==> config.mk <==
export PLATFORM = sky130hd
export DESIGN_NAME = ihdt_ctrl
export DESIGN_NICKNAME = d
export VERILOG_FILES = /design/src/hw/rtl/ihdt_pkg.sv /design/src/hw/rtl/ihdt_ctrl.sv
export SDC_FILE = /design/constraint.sdc
export NUM_CORES = 1
export LEC_CHECK = 0
export BUFFER_PORTS_ARGS = -buffer_cell sky130_fd_sc_hd__buf_2
export CORE_MARGIN = 2
export CORE_UTILIZATION = 45
export CTS_CLUSTER_SIZE = 16
export DETAILED_ROUTE_END_ITERATION = 16
export PLACE_DENSITY = 0.82
export SLEW_MARGIN = 10
export SYNTH_ARGS = -nofsm -noshare
export SYNTH_HDL_FRONTEND = slang
export SYNTH_SLANG_ARGS = --single-unit
==> constraint.sdc <==
create_clock -name clk -period 1.6 [get_ports clk]
set_clock_uncertainty 0.1 [all_clocks]
set_input_delay 0.08 -clock clk [delete_from_list [all_inputs] [get_ports clk]]
set_output_delay 0.08 -clock clk [all_outputs]
set_load 0.01 [all_outputs]
==> src/hw/rtl/ihdt_pkg.sv <==
// Shared types, codes and the rank compare for the indexed max-heap unit.
// No dependencies.
package ihdt_pkg;

	localparam int ID_BITS     = 10;
	localparam int KEY_BITS    = 32;
	localparam int DEGREE_BITS = 16;
	localparam int FUNC_BITS   = 2;
	localparam int STATUS_BITS = 3;
	localparam int COUNT_BITS  = 11;

	localparam logic [FUNC_BITS-1:0] FN_INSERT   = 2'd0;
	localparam logic [FUNC_BITS-1:0] FN_INCREASE = 2'd1;
	localparam logic [FUNC_BITS-1:0] FN_EXTRACT  = 2'd2;

	localparam logic [STATUS_BITS-1:0] ST_OK      = 3'd0;
	localparam logic [STATUS_BITS-1:0] ST_UNDER   = 3'd1;
	localparam logic [STATUS_BITS-1:0] ST_PRESENT = 3'd2;
	localparam logic [STATUS_BITS-1:0] ST_ABSENT  = 3'd3;
	localparam logic [STATUS_BITS-1:0] ST_FULL    = 3'd4;

	typedef struct packed {
		logic [FUNC_BITS-1:0]   func;
		logic [ID_BITS-1:0]     item_id;
		logic [KEY_BITS-1:0]    key_value;
		logic [DEGREE_BITS-1:0] degree;
	} in_word_t;

	typedef struct packed {
		logic [ID_BITS-1:0]     result_id;
		logic [STATUS_BITS-1:0] status;
		logic [COUNT_BITS-1:0]  heap_count;
	} out_word_t;

	typedef enum logic [4:0] {
		OP_NONE,
		OP_CLR,
		OP_LATCH,
		OP_FIN,
		OP_INS,
		OP_INC,
		OP_INC_DEG,
		OP_EXT_TOP,
		OP_EXT_LAST,
		OP_EXT_KEYS,
		OP_UP_RD,
		OP_UP_KEY,
		OP_UP_MOVE,
		OP_DN_RD,
		OP_DN_LKEY,
		OP_DN_LCMP,
		OP_DN_RCMP,
		OP_DN_MOVE,
		OP_PLACE_FIN
	} dp_op_t;

	typedef struct packed {
		dp_op_t                 op;
		logic [STATUS_BITS-1:0] fin_status;
	} dp_cmd_t;

	typedef struct packed {
		logic                 clr_last;
		logic [FUNC_BITS-1:0] func;
		logic                 id_ok;
		logic                 slot_zero;
		logic                 slot_over;
		logic                 full;
		logic                 empty;
		logic                 pos_root;
		logic                 mv_beats_rd;
		logic                 go_down;
		logic                 l_out;
		logic                 r_in;
		logic                 best_child;
	} dp_stat_t;

	// a ranks strictly above b
	function automatic logic beats(
		input logic [KEY_BITS-1:0]    ka,
		input logic [DEGREE_BITS-1:0] da,
		input logic [KEY_BITS-1:0]    kb,
		input logic [DEGREE_BITS-1:0] db
	);
		return (ka > kb) || ((ka == kb) && (da > db));
	endfunction

endpackage

==> src/hw/rtl/ihdt_ctrl.sv <==
// Controller state machine of the heap unit: checks, sift up and sift down.
// Depends on ihdt_pkg.
module ihdt_ctrl import ihdt_pkg::*; (
	input  logic     clk,
	input  logic     arst_n,
	input  logic     start,
	input  dp_stat_t stat,
	output dp_cmd_t  cmd,
	output logic     busy,
	output logic     done
);

	typedef enum logic [3:0] {
		S_CLR, S_IDLE, S_LOOK, S_INC_DEG, S_EXT_LAST, S_EXT_KEYS,
		S_UP0, S_UP1, S_UP2, S_DN0, S_DN1, S_DN2, S_DN3, S_DN4
	} state_t;

	state_t state_q, state_d;
	logic   done_q;

	function automatic dp_cmd_t fin(input logic [STATUS_BITS-1:0] st);
		return '{op: OP_FIN, fin_status: st};
	endfunction

	always_comb begin
		cmd     = '{op: OP_NONE, fin_status: ST_OK};
		state_d = state_q;
		case (state_q)
			S_CLR: begin
				cmd.op = OP_CLR;
				if (stat.clr_last) begin
					state_d = S_IDLE;
				end
			end
			S_IDLE: begin
				if (start) begin
					cmd.op  = OP_LATCH;
					state_d = S_LOOK;
				end
			end
			S_LOOK: begin
				state_d = S_IDLE;
				case (stat.func)
					FN_INSERT: begin
						if (!stat.id_ok) begin
							cmd = fin(ST_FULL);
						end else if (!stat.slot_zero) begin
							cmd = fin(ST_PRESENT);
						end else if (stat.full) begin
							cmd = fin(ST_FULL);
						end else begin
							cmd.op  = OP_INS;
							state_d = S_UP0;
						end
					end
					FN_INCREASE: begin
						if (!stat.id_ok || stat.slot_zero || stat.slot_over) begin
							cmd = fin(ST_ABSENT);
						end else begin
							cmd.op  = OP_INC;
							state_d = S_INC_DEG;
						end
					end
					FN_EXTRACT: begin
						if (stat.empty) begin
							cmd = fin(ST_UNDER);
						end else begin
							cmd.op  = OP_EXT_TOP;
							state_d = S_EXT_LAST;
						end
					end
					default: cmd = fin(ST_OK);
				endcase
			end
			S_INC_DEG: begin
				cmd.op  = OP_INC_DEG;
				state_d = S_UP0;
			end
			S_EXT_LAST: begin
				cmd.op  = OP_EXT_LAST;
				state_d = S_EXT_KEYS;
			end
			S_EXT_KEYS: begin
				if (stat.empty) begin
					cmd     = fin(ST_OK);
					state_d = S_IDLE;
				end else begin
					cmd.op  = OP_EXT_KEYS;
					state_d = S_DN0;
				end
			end
			S_UP0: begin
				if (!stat.pos_root) begin
					cmd.op  = OP_UP_RD;
					state_d = S_UP1;
				end else if (stat.go_down) begin
					state_d = S_DN0;
				end else begin
					cmd.op  = OP_PLACE_FIN;
					state_d = S_IDLE;
				end
			end
			S_UP1: begin
				cmd.op  = OP_UP_KEY;
				state_d = S_UP2;
			end
			S_UP2: begin
				if (stat.mv_beats_rd) begin
					cmd.op  = OP_UP_MOVE;
					state_d = S_UP0;
				end else if (stat.go_down) begin
					state_d = S_DN0;
				end else begin
					cmd.op  = OP_PLACE_FIN;
					state_d = S_IDLE;
				end
			end
			S_DN0: begin
				if (stat.l_out) begin
					cmd.op  = OP_PLACE_FIN;
					state_d = S_IDLE;
				end else begin
					cmd.op  = OP_DN_RD;
					state_d = S_DN1;
				end
			end
			S_DN1: begin
				cmd.op  = OP_DN_LKEY;
				state_d = S_DN2;
			end
			S_DN2: begin
				cmd.op  = OP_DN_LCMP;
				state_d = stat.r_in ? S_DN3 : S_DN4;
			end
			S_DN3: begin
				cmd.op  = OP_DN_RCMP;
				state_d = S_DN4;
			end
			S_DN4: begin
				if (stat.best_child) begin
					cmd.op  = OP_DN_MOVE;
					state_d = S_DN0;
				end else begin
					cmd.op  = OP_PLACE_FIN;
					state_d = S_IDLE;
				end
			end
			default: state_d = S_IDLE;
		endcase
	end

	always_ff @(posedge clk or negedge arst_n) begin
		if (!arst_n) begin
			state_q <= S_CLR;
			done_q  <= 1'b0;
		end else begin
			state_q <= state_d;
			done_q  <= (cmd.op == OP_FIN) || (cmd.op == OP_PLACE_FIN);
		end
	end

	assign busy = (state_q != S_IDLE);
	assign done = done_q;

`ifndef SYNTH
	a_done_idle: assert property (@(posedge clk) disable iff (!arst_n)
		done |-> !busy) else $error("word out while busy");
	a_start_busy: assert property (@(posedge clk) disable iff (!arst_n)
		start && !busy |=> busy) else $error("accepted word did not start work");
	a_done_single: assert property (@(posedge clk) disable iff (!arst_n)
		done |=> !done) else $error("two result words back to back");
`endif

endmodule
==> out/summary.txt, run 1 <==
================================================================================
Filler-free cell count of the finished design .....................          219
Number of synthesized flops with an enable pin ....................            0
Worst Reg-to-Reg Cells ............................................            6
Clk buf depth .....................................................            2
Final Core Density ................................................        94.0%
Final critical-path share of the clock period .....................         127%
Launch instance of the worst register-to-register path ............ state_q[0]$_DFFE_PN0P_
Biggest fanout along the worst timing path ........................            8
GR Util met3 ......................................................        2.26%
Count of synthesis-stage warnings from yosys ......................            0
Layout cell share with drive strength beyond 1 ....................        61.9%
Final slew viol count .............................................            0
Worst R2R End ..................................................... done$_DFF_PN0_
Final Hold Fails ..................................................            0
Tightest Hold Check Type .......................................... input port to flop
Average routed wire per standard cell .............................      25.2 um
Routability Congestion ............................................        0.933
Synthesized instance count ........................................          126
Total length of routed wires ......................................      5520 um
Routing usage on met2 .............................................        63.7%
Final setup violation count .......................................           13
Vias in the first global route ....................................         1230
PnR worst setup slack .............................................    -0.428 ns
First-pass DRT Iterations .........................................            7
Static leakage ....................................................     0.745 nW
Area growth from synthesis to layout ..............................        92.9%
Clock slew at reported path FFs ...................................      0.05 ns
Area post-placement ............................................... 0.00123 mm^2
WHS Path Cells ....................................................            3
Capturing element type of the critical path .......................  output port
Syn Std Cell Area .................................................     860 um^2
Area inside the core boundary ..................................... 0.00176 mm^2
VDD IR max ........................................................    0.00143 V
Sequential element share of the synthesized area ..................        14.6%
Total congestion overflow .........................................            0
Number of remaining DRC errors ....................................            0
Clock period minus final worst setup slack ........................      2.03 ns
Post-Syn Area per Cell ............................................    6.82 um^2
Crit path arrival time ............................................      1.85 ns
Floorplan die width ...............................................      47.7 um
Synthesized flop and latch total ..................................            5
Power density over the cells ...................................... 2010 mW/mm^2
Violations in the final reports ................................... negative setup slack
Pin count of the biggest net entering global routing ..............           15
Cell at the root of the clock tree ................................ sky130_fd_sc_hd__clkbuf_4
Syn nets ..........................................................          147
Site row count ....................................................           15
Worst reg2reg setup slack .........................................     -0.32 ns
Count of input and output buffers .................................           26
Max-slew headroom .................................................        58.5%
Worst hold margin .................................................   0.00854 ns
GRT Overall Usage .................................................        36.7%
Req. time, crit path ..............................................      1.42 ns
Ys async rst share ................................................         100%
Iter 0 DRT Violations .............................................          183
Maximum Capacitance Violations ....................................            0
Number of buffers created by CTS ..................................            3
Most crowded layer after global routing ...........................         met2
Layout Nets .......................................................          216
Design Power ......................................................    0.00333 W
Vias post-DR ......................................................         1524
Initial Util ......................................................        48.7%
Netlist cell types ................................................           37
Final Instance Area ............................................... 0.00166 mm^2
Synth Flop Type ................................................... sky130_fd_sc_hd__dfrtp_1
Clock latency on the worst-skew pair ..............................      0.26 ns
WS Path Type ...................................................... flop to output port
Placed cell count .................................................          198
GR Layer Usage met1 ...............................................        41.9%
HP Start ..........................................................     stat[13]
Slew at the pin with the worst max-slew slack .....................     0.615 ns
TritonCTS clock tree ..............................................          yes
Unrepaired setup endpoints after global routing ...................         true
Sink Count ........................................................            5
Number of antenna violations at the first check in global routing .            0
IO Count ..........................................................           27
Level count of the clock H-tree ...................................            1
First-pass GRT wire length ........................................      5690 um
Post-detailed-route via-to-cell ratio .............................         6.96
Outcome ........................................................... finished with violations
WHS Endpoint ...................................................... state_q[0]$_DFFE_PN0P_
ANT nets after route ..............................................            0
Highest clock rate ................................................    0.493 GHz
Antenna Cells .....................................................            0
Type of element launching the critical path .......................         flop
Die area .......................................................... 0.00228 mm^2
Die H .............................................................      47.7 um
Detail Placement HPWL .............................................      2400 um
================================================================================
[cells in the mapped netlist, types with 2 or more instances]
master	number	share of area, %
sky130_fd_sc_hd__a21oi_1	17	9.9
sky130_fd_sc_hd__nand2_1	15	6.5
sky130_fd_sc_hd__o21ai_0	10	5.8
sky130_fd_sc_hd__nor2_1	9	3.9
sky130_fd_sc_hd__inv_1	8	3.5
sky130_fd_sc_hd__nor2b_1	7	5.1
sky130_fd_sc_hd__dfrtp_1	5	15
sky130_fd_sc_hd__nand2b_1	5	3.6
sky130_fd_sc_hd__buf_2	4	2.3
sky130_fd_sc_hd__ha_1	4	5.8
sky130_fd_sc_hd__a211oi_1	3	2.6
sky130_fd_sc_hd__clkbuf_1	3	1.3
sky130_fd_sc_hd__o22ai_1	3	2.2
sky130_fd_sc_hd__a21o_1	2	1.7
sky130_fd_sc_hd__a2bb2oi_1	2	2.0
sky130_fd_sc_hd__a31oi_1	2	1.5
sky130_fd_sc_hd__a32oi_1	2	2.0
sky130_fd_sc_hd__nand3_1	2	1.2
sky130_fd_sc_hd__nor3_1	2	1.2
sky130_fd_sc_hd__o221ai_1	2	2.0
sky130_fd_sc_hd__or2_2	2	1.5
sky130_fd_sc_hd__or2b_1	2	1.7
[metrics by stage]
step | setup slack (ns) | setup TNS [ns]
floorplan | 0.0102 | 0
global placement | -0.0974 | -0.414
detailed placement | -0.239 | -0.810
CTS | -0.227 | -1.76
global route | -0.429 | -3.45
finish | -0.428 | -3.14
[final cells by class]
type,count,area [um^2]
clock buffers,4,26.3
fillers,55,106
inverters,8,32.5
multi-input cells,106,902
flip-flops and latches,5,128
well taps,25,31.3
repair buffers,71,538
[logic make-up (layout without fill, tap and decap cells)]
| family | after synthesis | count (layout) | share of synthesized area, % |
|---|---|---|---|
| fa+ha+maj | 4 | 4 | 5.82 |
| simple gates | 49 | 49 | 29.1 |
| buf+inv | 15 | 83 | 7.13 |
| compound gates | 52 | 52 | 42.4 |
| xor+xnor | 1 | 1 | 1.02 |
| flops | 5 | 5 | 14.6 |
[critical path, stage by stage, from the launching register on]
cell and delay [ns]:
sky130_fd_sc_hd__dfrtp_2 0.47, sky130_fd_sc_hd__buf_12 0.17, sky130_fd_sc_hd__buf_4 0.14, sky130_fd_sc_hd__nor2b_4 0.14, sky130_fd_sc_hd__o21ai_2 0.09, sky130_fd_sc_hd__a21oi_2 0.17
sky130_fd_sc_hd__a21o_1 0.22, sky130_fd_sc_hd__buf_2 0.18
[worst max-delay path by stage]
stage,from,end,cells after the start
2_1_floorplan,state_q[2]$_DFFE_PN0P_,done$_DFF_PN0_,6
3_3_place_gp,state_q[0]$_DFFE_PN0P_,cmd[2],5
3_5_place_dp,state_q[2]$_DFFE_PN0P_,done$_DFF_PN0_,5
4_1_cts,state_q[0]$_DFFE_PN0P_,cmd[4],8
5_1_grt,state_q[0]$_DFFE_PN0P_,cmd[5],7
6_report,state_q[0]$_DFFE_PN0P_,cmd[5],7
[routing by layer]
| layer | wire length, um | share of wire (%) |
|---|---|---|
| met2 | 2390 | 43 |
| met4 | 638 | 12 |
| met5 | 0 | 0 |
| met1 | 1810 | 33 |
| met3 | 684 | 12 |
[what timing repair did]
action | CTS | global route
endpoints found under the hold margin | 5 | 0
hold buffers | 1 | 0
setup buffers | 9 | 7
pin swaps | 7 | 11
gates resized for setup | 26 | 44
endpoints found under the setup margin | 14 | 14
[registers in the layout, indices dropped and copies added, names as in the netlist]
signal   cells
state_q      4
done         1
[report_power, final]
group / switching [W] / internal, W
combinational: 0.00150 / 0.00138
clock: 0.0000781 / 0.0000960
sequential: 0.0000866 / 0.000181
[placed cells by master (no fill, tap or decap), types with 4 or more instances in the layout]
cell	count
sky130_fd_sc_hd__inv_1	7
sky130_fd_sc_hd__nor2_1	7
sky130_fd_sc_hd__buf_4	34
sky130_fd_sc_hd__a21oi_1	7
sky130_fd_sc_hd__o21ai_0	4
sky130_fd_sc_hd__nand2b_1	4
sky130_fd_sc_hd__buf_2	24
sky130_fd_sc_hd__buf_6	10
sky130_fd_sc_hd__nand2_1	11
sky130_fd_sc_hd__a21oi_2	10
sky130_fd_sc_hd__o21ai_2	5
sky130_fd_sc_hd__ha_1	4
(Power assumes the default switching activity.)
==> inputs of run 2 (changes only) <==
GPL_TIMING_DRIVEN = 0   (was unset)
==> run 2 against run 1 <==
- critical endpoint is now cmd[3]
- largest cell class unchanged
- sequential share of layout area rose by 0.73 points
- design area fell by 8.7%
- the run still ends with negative setup slack left
- wire length fell by 31%
==> out/summary.txt, run 2 (synthesis results as in run 1) <==
================================================================================
Pin count of the biggest net entering global routing ..............           11
Tightest Hold Check Type .......................................... input port to flop
Buffer and inverter count on the worst path .......................            4
VDD IR max ........................................................    0.00145 V
Setup total negative slack ........................................     -1.79 ns
Final slew viol count .............................................            0
Area inside the core boundary ..................................... 0.00176 mm^2
Area growth from synthesis to layout ..............................        76.1%
Final setup violation count .......................................           13
Routability Congestion ............................................        0.967
Final Hold Fails ..................................................            0
Cell class contributing the biggest share of worst-path delay ..... buffers and inverters
Slew at the pin with the worst max-slew slack .....................     0.541 ns
Power density over the cells ...................................... 1810 mW/mm^2
First-pass GRT wire length ........................................      5090 um
Die H .............................................................      47.7 um
First-pass DRT Iterations .........................................            4
Worst setup slack before clock tree synthesis .....................    -0.278 ns
Average routed wire per standard cell .............................      18.4 um
Initial Util ......................................................        48.7%
Cell at the root of the clock tree ................................ sky130_fd_sc_hd__clkbuf_4
Vias post-DR ......................................................         1311
Worst-path cell with the longest stage delay ...................... sky130_fd_sc_hd__dfrtp_1
Clk buf depth .....................................................            2
Violations in the final reports ................................... negative setup slack
Level count of the clock H-tree ...................................            1
Cell breakdown of the critical path ............................... buf_6 > nor2_2 > nand2_2 > buf_4 > buf_4 > o221ai_4 > buf_2
Antenna Cells .....................................................            0
HP Start ..........................................................        start
Most common cell after layout, fill and taps aside ................ sky130_fd_sc_hd__buf_2
Detail Placement HPWL .............................................      2030 um
Clock slew at reported path FFs ...................................      0.04 ns
GRT Overall Usage .................................................        31.3%
PnR worst setup slack .............................................    -0.237 ns
Static leakage ....................................................     0.658 nW
WHS Endpoint ...................................................... state_q[1]$_DFFE_PN0P_
Worst reg2reg setup slack .........................................     -0.22 ns
Highest clock rate ................................................    0.544 GHz
Crit path arrival time ............................................      1.66 ns
Cell mode on critical path ........................................ sky130_fd_sc_hd__buf_4
Outcome ........................................................... finished with violations
Slowest stage delay, CP ...........................................      0.42 ns
WS Path Type ...................................................... flop to output port
Layout Nets .......................................................          203
Max reg flops .....................................................            4
IO Count ..........................................................           27
Biggest fanout along the worst timing path ........................            6
Clock period minus final worst setup slack ........................      1.84 ns
Total length of routed wires ......................................      3790 um
Multi-input gate area in the final layout .........................     882 um^2
Worst Reg-to-Reg Cells ............................................            6
ANT nets after route ..............................................            0
Fillcell total ....................................................          102
Max-slew headroom .................................................        63.5%
Number of buffers created by CTS ..................................            3
Worst R2R End ..................................................... done$_DFF_PN0_
Number of antenna violations at the first check in global routing .            0
Site row count ....................................................           15
Sink Count ........................................................            5
Vias in the first global route ....................................         1135
Final critical-path share of the clock period .....................         115%
Most frequent cells in the layout ................................. sky130_fd_sc_hd__buf_2 (26), sky130_fd_sc_hd__buf_4 (20), sky130_fd_sc_hd__nand2_1 (13)
Req. time, crit path ..............................................      1.42 ns
Launch instance of the worst register-to-register path ............ state_q[2]$_DFFE_PN0P_
Worst hold margin .................................................    0.0204 ns
Floorplan die width ...............................................      47.7 um
Maximum Capacitance Violations ....................................            0
Total congestion overflow .........................................            0
Clock latency on the worst-skew pair ..............................      0.25 ns
Unrepaired setup endpoints after global routing ...................         true
Register containing the most flip-flops in the final layout .......      state_q
TritonCTS clock tree ..............................................          yes
Layout cell share with drive strength beyond 1 ....................        58.0%
Post-detailed-route via-to-cell ratio .............................         6.36
Number of remaining DRC errors ....................................            0
Capturing element type of the critical path .......................  output port
WHS Path Cells ....................................................            3
Iter 0 DRT Violations .............................................           74
Die area .......................................................... 0.00228 mm^2
Type of element launching the critical path .......................         flop
FF/Latch Area .....................................................     128 um^2
Count of input and output buffers .................................           26
================================================================================
## run 2: layer usage
layer	share of wire [%]	GRT usage, %
met1	39	37.2
met2	48	56.0
met3	8.9	8.68
met4	3.9	6.49
met5	0	0
## run 2: report_power, final
part | leakage (nW) | total (W) | switching, W | internal [W]
clock | 0.0150 | 0.000151 | 0.0000567 | 0.0000946
combinational | 0.582 | 0.00233 | 0.00119 | 0.00114
sequential | 0.0613 | 0.000259 | 0.0000778 | 0.000181
total | 0.658 | 0.00275 | 0.00133 | 0.00142
## run 2: per-stage QoR
stage / instance area [um^2] / power (W) / utilization, % / std cells
6_report: 1510 / 0.00275 / 85.8 / 206
5_1_grt: 1510 / 0.00286 / 85.8 / 206
4_1_cts: 1340 / 0.00222 / 75.7 / 196
3_5_place_dp: 1030 / 0.00151 / 58.5 / 177
3_3_place_gp: 1030 / 0.00150 / 58.5 / 177
2_1_floorplan: 871 / 0.00118 / - / 126
## run 2: area by class of cell
cell class,instances,area share [%]
flip-flops and latches,5,8.43
clock buffers,4,1.74
plain buffers,7,5.37
well taps,25,2.07
multi-input cells,106,58.3
inverters,8,1.98
repair buffers,51,22.1
## run 2: repair_timing
item	4_1_cts	5_1_grt
hold buffers	1	0
hold endpoints to repair	5	0
pin swaps	7	14
setup endpoints to repair	14	14
gates resized for setup	41	34
buffers inserted	14	9
cloned	0	1
## run 2: worst reg2reg max path, delay by kind of cell, from the launching register on
kind	cells	cell delay (ns)
AOI/OAI and AO/OA	3	0.59
DFF	1	0.42
buffers and inverters	2	0.31
and+or+nand+nor	1	0.28
## run 2: worst max path at each step
stage / start / to / slack [ns] / depth (start not counted)
5_1_grt: state_q[2]$_DFFE_PN0P_ / cmd[3] / -0.31 / 7
4_1_cts: state_q[2]$_DFFE_PN0P_ / cmd[6] / -0.16 / 6
6_report: state_q[2]$_DFFE_PN0P_ / cmd[3] / -0.24 / 7
3_3_place_gp: state_q[1]$_DFFE_PN0P_ / done$_DFF_PN0_ / -0.27 / 5
2_1_floorplan: state_q[2]$_DFFE_PN0P_ / done$_DFF_PN0_ / 0.01 / 6
3_5_place_dp: state_q[3]$_DFFE_PN0P_ / done$_DFF_PN0_ / -0.28 / 5
==> inputs of run 3 (changes only) <==
==> constraint.sdc (replaced) <==
create_clock -name clk -period 1.6 [get_ports clk]
set_clock_uncertainty 0.1 [all_clocks]
set_input_delay 0.16 -clock clk [delete_from_list [all_inputs] [get_ports clk]]
set_output_delay 0.16 -clock clk [all_outputs]
set_load 0.01 [all_outputs]
==> run 3 against run 2 <==
- via count fell by 4.4%
- largest power group unchanged
- the flow still finishes with violations (negative setup slack)
- count of clock-buffer cells in the layout decreased by 1
- critical endpoint is now cmd[4]
- wire length grew 0.45%
- sequential power rose by 3%
==> out/summary.txt, run 3 (synthesis results as in run 1) <==
================================================================================
Layout cell share with drive strength beyond 1 ....................        55.4%
Floorplan die width ...............................................      47.7 um
Outcome ........................................................... finished with violations
Post-detailed-route via-to-cell ratio .............................         6.20
Worst reg2reg setup slack .........................................     -0.27 ns
Share of total power consumed by net switching ....................        49.8%
Total congestion overflow .........................................            0
Number of buffers created by CTS ..................................            3
Area post-placement ............................................... 0.00103 mm^2
Unrepaired setup endpoints after global routing ...................         true
Count of input and output buffers .................................           26
Antenna Cells .....................................................            0
TritonCTS clock tree ..............................................          yes
PnR worst setup slack .............................................    -0.288 ns
Die H .............................................................      47.7 um
Biggest fanout along the worst timing path ........................            7
Area inside the core boundary ..................................... 0.00176 mm^2
Level count of the clock H-tree ...................................            1
Most common cell after layout, fill and taps aside ................ sky130_fd_sc_hd__buf_2
First-pass GRT wire length ........................................      4860 um
Vias in the first global route ....................................         1098
Clk buf depth .....................................................            2
Placed cell count .................................................          177
Maximum Capacitance Violations ....................................            0
IO Count ..........................................................           27
Final setup violation count .......................................           14
VDD IR max ........................................................    0.00128 V
Number of antenna violations at the first check in global routing .            0
Net switching power ...............................................    0.00133 W
Type of element launching the critical path .......................         flop
Final Instance Area ............................................... 0.00148 mm^2
Site row count ....................................................           15
GRT Overall Usage .................................................        30.8%
Clk pwr share .....................................................         6.2%
P_int .............................................................    0.00134 W
Clock latency on the worst-skew pair ..............................      0.26 ns
Number of remaining DRC errors ....................................            0
Area growth from synthesis to layout ..............................        71.8%
Req. time, crit path ..............................................      1.34 ns
WS Path Type ...................................................... flop to output port
Routability Congestion ............................................        0.983
Register containing the most flip-flops in the final layout .......      state_q
Total length of routed wires ......................................      3810 um
Final slew viol count .............................................            0
Average routed wire per standard cell .............................      18.8 um
Sink Count ........................................................            5
Highest clock rate ................................................    0.530 GHz
Final Hold Fails ..................................................            0
Final critical-path share of the clock period .....................         118%
Initial Util ......................................................        48.7%
Detail Placement HPWL .............................................      2090 um
Crit path arrival time ............................................      1.63 ns
Vias post-DR ......................................................         1253
Portion of total power attributed to sequential cells .............        10.0%
Iter 0 DRT Violations .............................................           47
Slew at the pin with the worst max-slew slack .....................     0.460 ns
Share of total power in combinational logic .......................        83.9%
Capturing element type of the critical path .......................  output port
Most frequent cells in the layout ................................. sky130_fd_sc_hd__buf_2 (26), sky130_fd_sc_hd__buf_4 (17), sky130_fd_sc_hd__nand2_1 (14)
Filler-free cell count of the finished design .....................          202
Static leakage ....................................................     0.639 nW
First-pass DRT Iterations .........................................            4
Pin count of the biggest net entering global routing ..............           11
Max-slew headroom .................................................        69.0%
Max reg flops .....................................................            4
Clock period minus final worst setup slack ........................      1.89 ns
Cell at the root of the clock tree ................................ sky130_fd_sc_hd__clkbuf_4
ANT nets after route ..............................................            0
Tightest Hold Check Type .......................................... input port to flop
Die area .......................................................... 0.00228 mm^2
Power density over the cells ...................................... 1810 mW/mm^2
Violations in the final reports ................................... negative setup slack
Layout Nets .......................................................          199
Clock slew at reported path FFs ...................................      0.06 ns
================================================================================
-- run 3: timing repair --
item | CTS | global route
setup endpoints to repair | 14 | 14
buffers inserted | 10 | 9
hold buffers | 1 | 0
pin swaps | 6 | 10
hold endpoints to repair | 5 | 0
gates cloned | 0 | 1
resized for setup | 38 | 34
-- run 3: final timing paths --
kind	startpoint	endpoint	depth (start not counted)
max	state_q[2]$_DFFE_PN0P_	cmd[4]	7
min	start	state_q[1]$_DFFE_PN0P_	3
max reg2reg	state_q[2]$_DFFE_PN0P_	done$_DFF_PN0_	7
min reg2reg	state_q[0]$_DFFE_PN0P_	state_q[1]$_DFFE_PN0P_	3
max in group asynchronous	arst_n	done$_DFF_PN0_	2
min in group asynchronous	arst_n	state_q[3]$_DFFE_PN0P_	2
-- run 3: worst max-delay path, cell delays in order (launching register included) --
cell	delay, ns
sky130_fd_sc_hd__dfrtp_2	0.46
sky130_fd_sc_hd__buf_6	0.16
sky130_fd_sc_hd__buf_6	0.14
sky130_fd_sc_hd__a21oi_2	0.13
sky130_fd_sc_hd__o21ai_2	0.07
sky130_fd_sc_hd__a21oi_2	0.20
sky130_fd_sc_hd__nand2_1	0.07
sky130_fd_sc_hd__buf_2	0.14
-- run 3: through the flow --
step	setup slack (ns)	hold slack (ns)	util [%]	setup TNS (ns)	total power, W
CTS	-0.274	0.0749	72.1	-2.09	0.00206
global placement	-0.250	-0.128	58.4	-1.24	0.00148
detailed placement	-0.204	-0.116	58.4	-1.40	0.00150
global route	-0.345	0.107	83.7	-3.38	0.00280
finish	-0.288	0.0943	83.7	-2.91	0.00268
floorplan	-0.0512	-0.236	-	-0.0512	0.00116
-- run 3: per-layer routing --
layer | wire length (um) | share of wire, % | track usage, % | vias to the layer above
met5 | 0 | 0 | 0 | -
met4 | 161 | 4.2 | 14.1 | 0
met3 | 403 | 11 | 3.77 | 17
met2 | 1800 | 47 | 52.3 | 106
met1 | 1440 | 38 | 38.5 | 564
li1 | - | - | - | 566
-- run 3: area by class of cell --
cell class                 count  area, um^2
sequential                     5         129
clock inverter                 1        5.00
buffer                         7        71.3
timing repair buffer          47         318
multi-input combinational    106         866
inverter                       8        33.8
clock buffer                   3        22.5
tap                           25        31.3
fill                         103         288
-- run 3: power groups by stage --
stage                     clock [W]  sequential [W]  combinational (W)
after detailed placement          0        0.000222            0.00128
after global placement            0        0.000221            0.00126
after global routing       0.000163        0.000263            0.00237
after CTS                  0.000156        0.000228            0.00168
final                      0.000165        0.000267            0.00224
after floorplan                   0        0.000211           0.000948
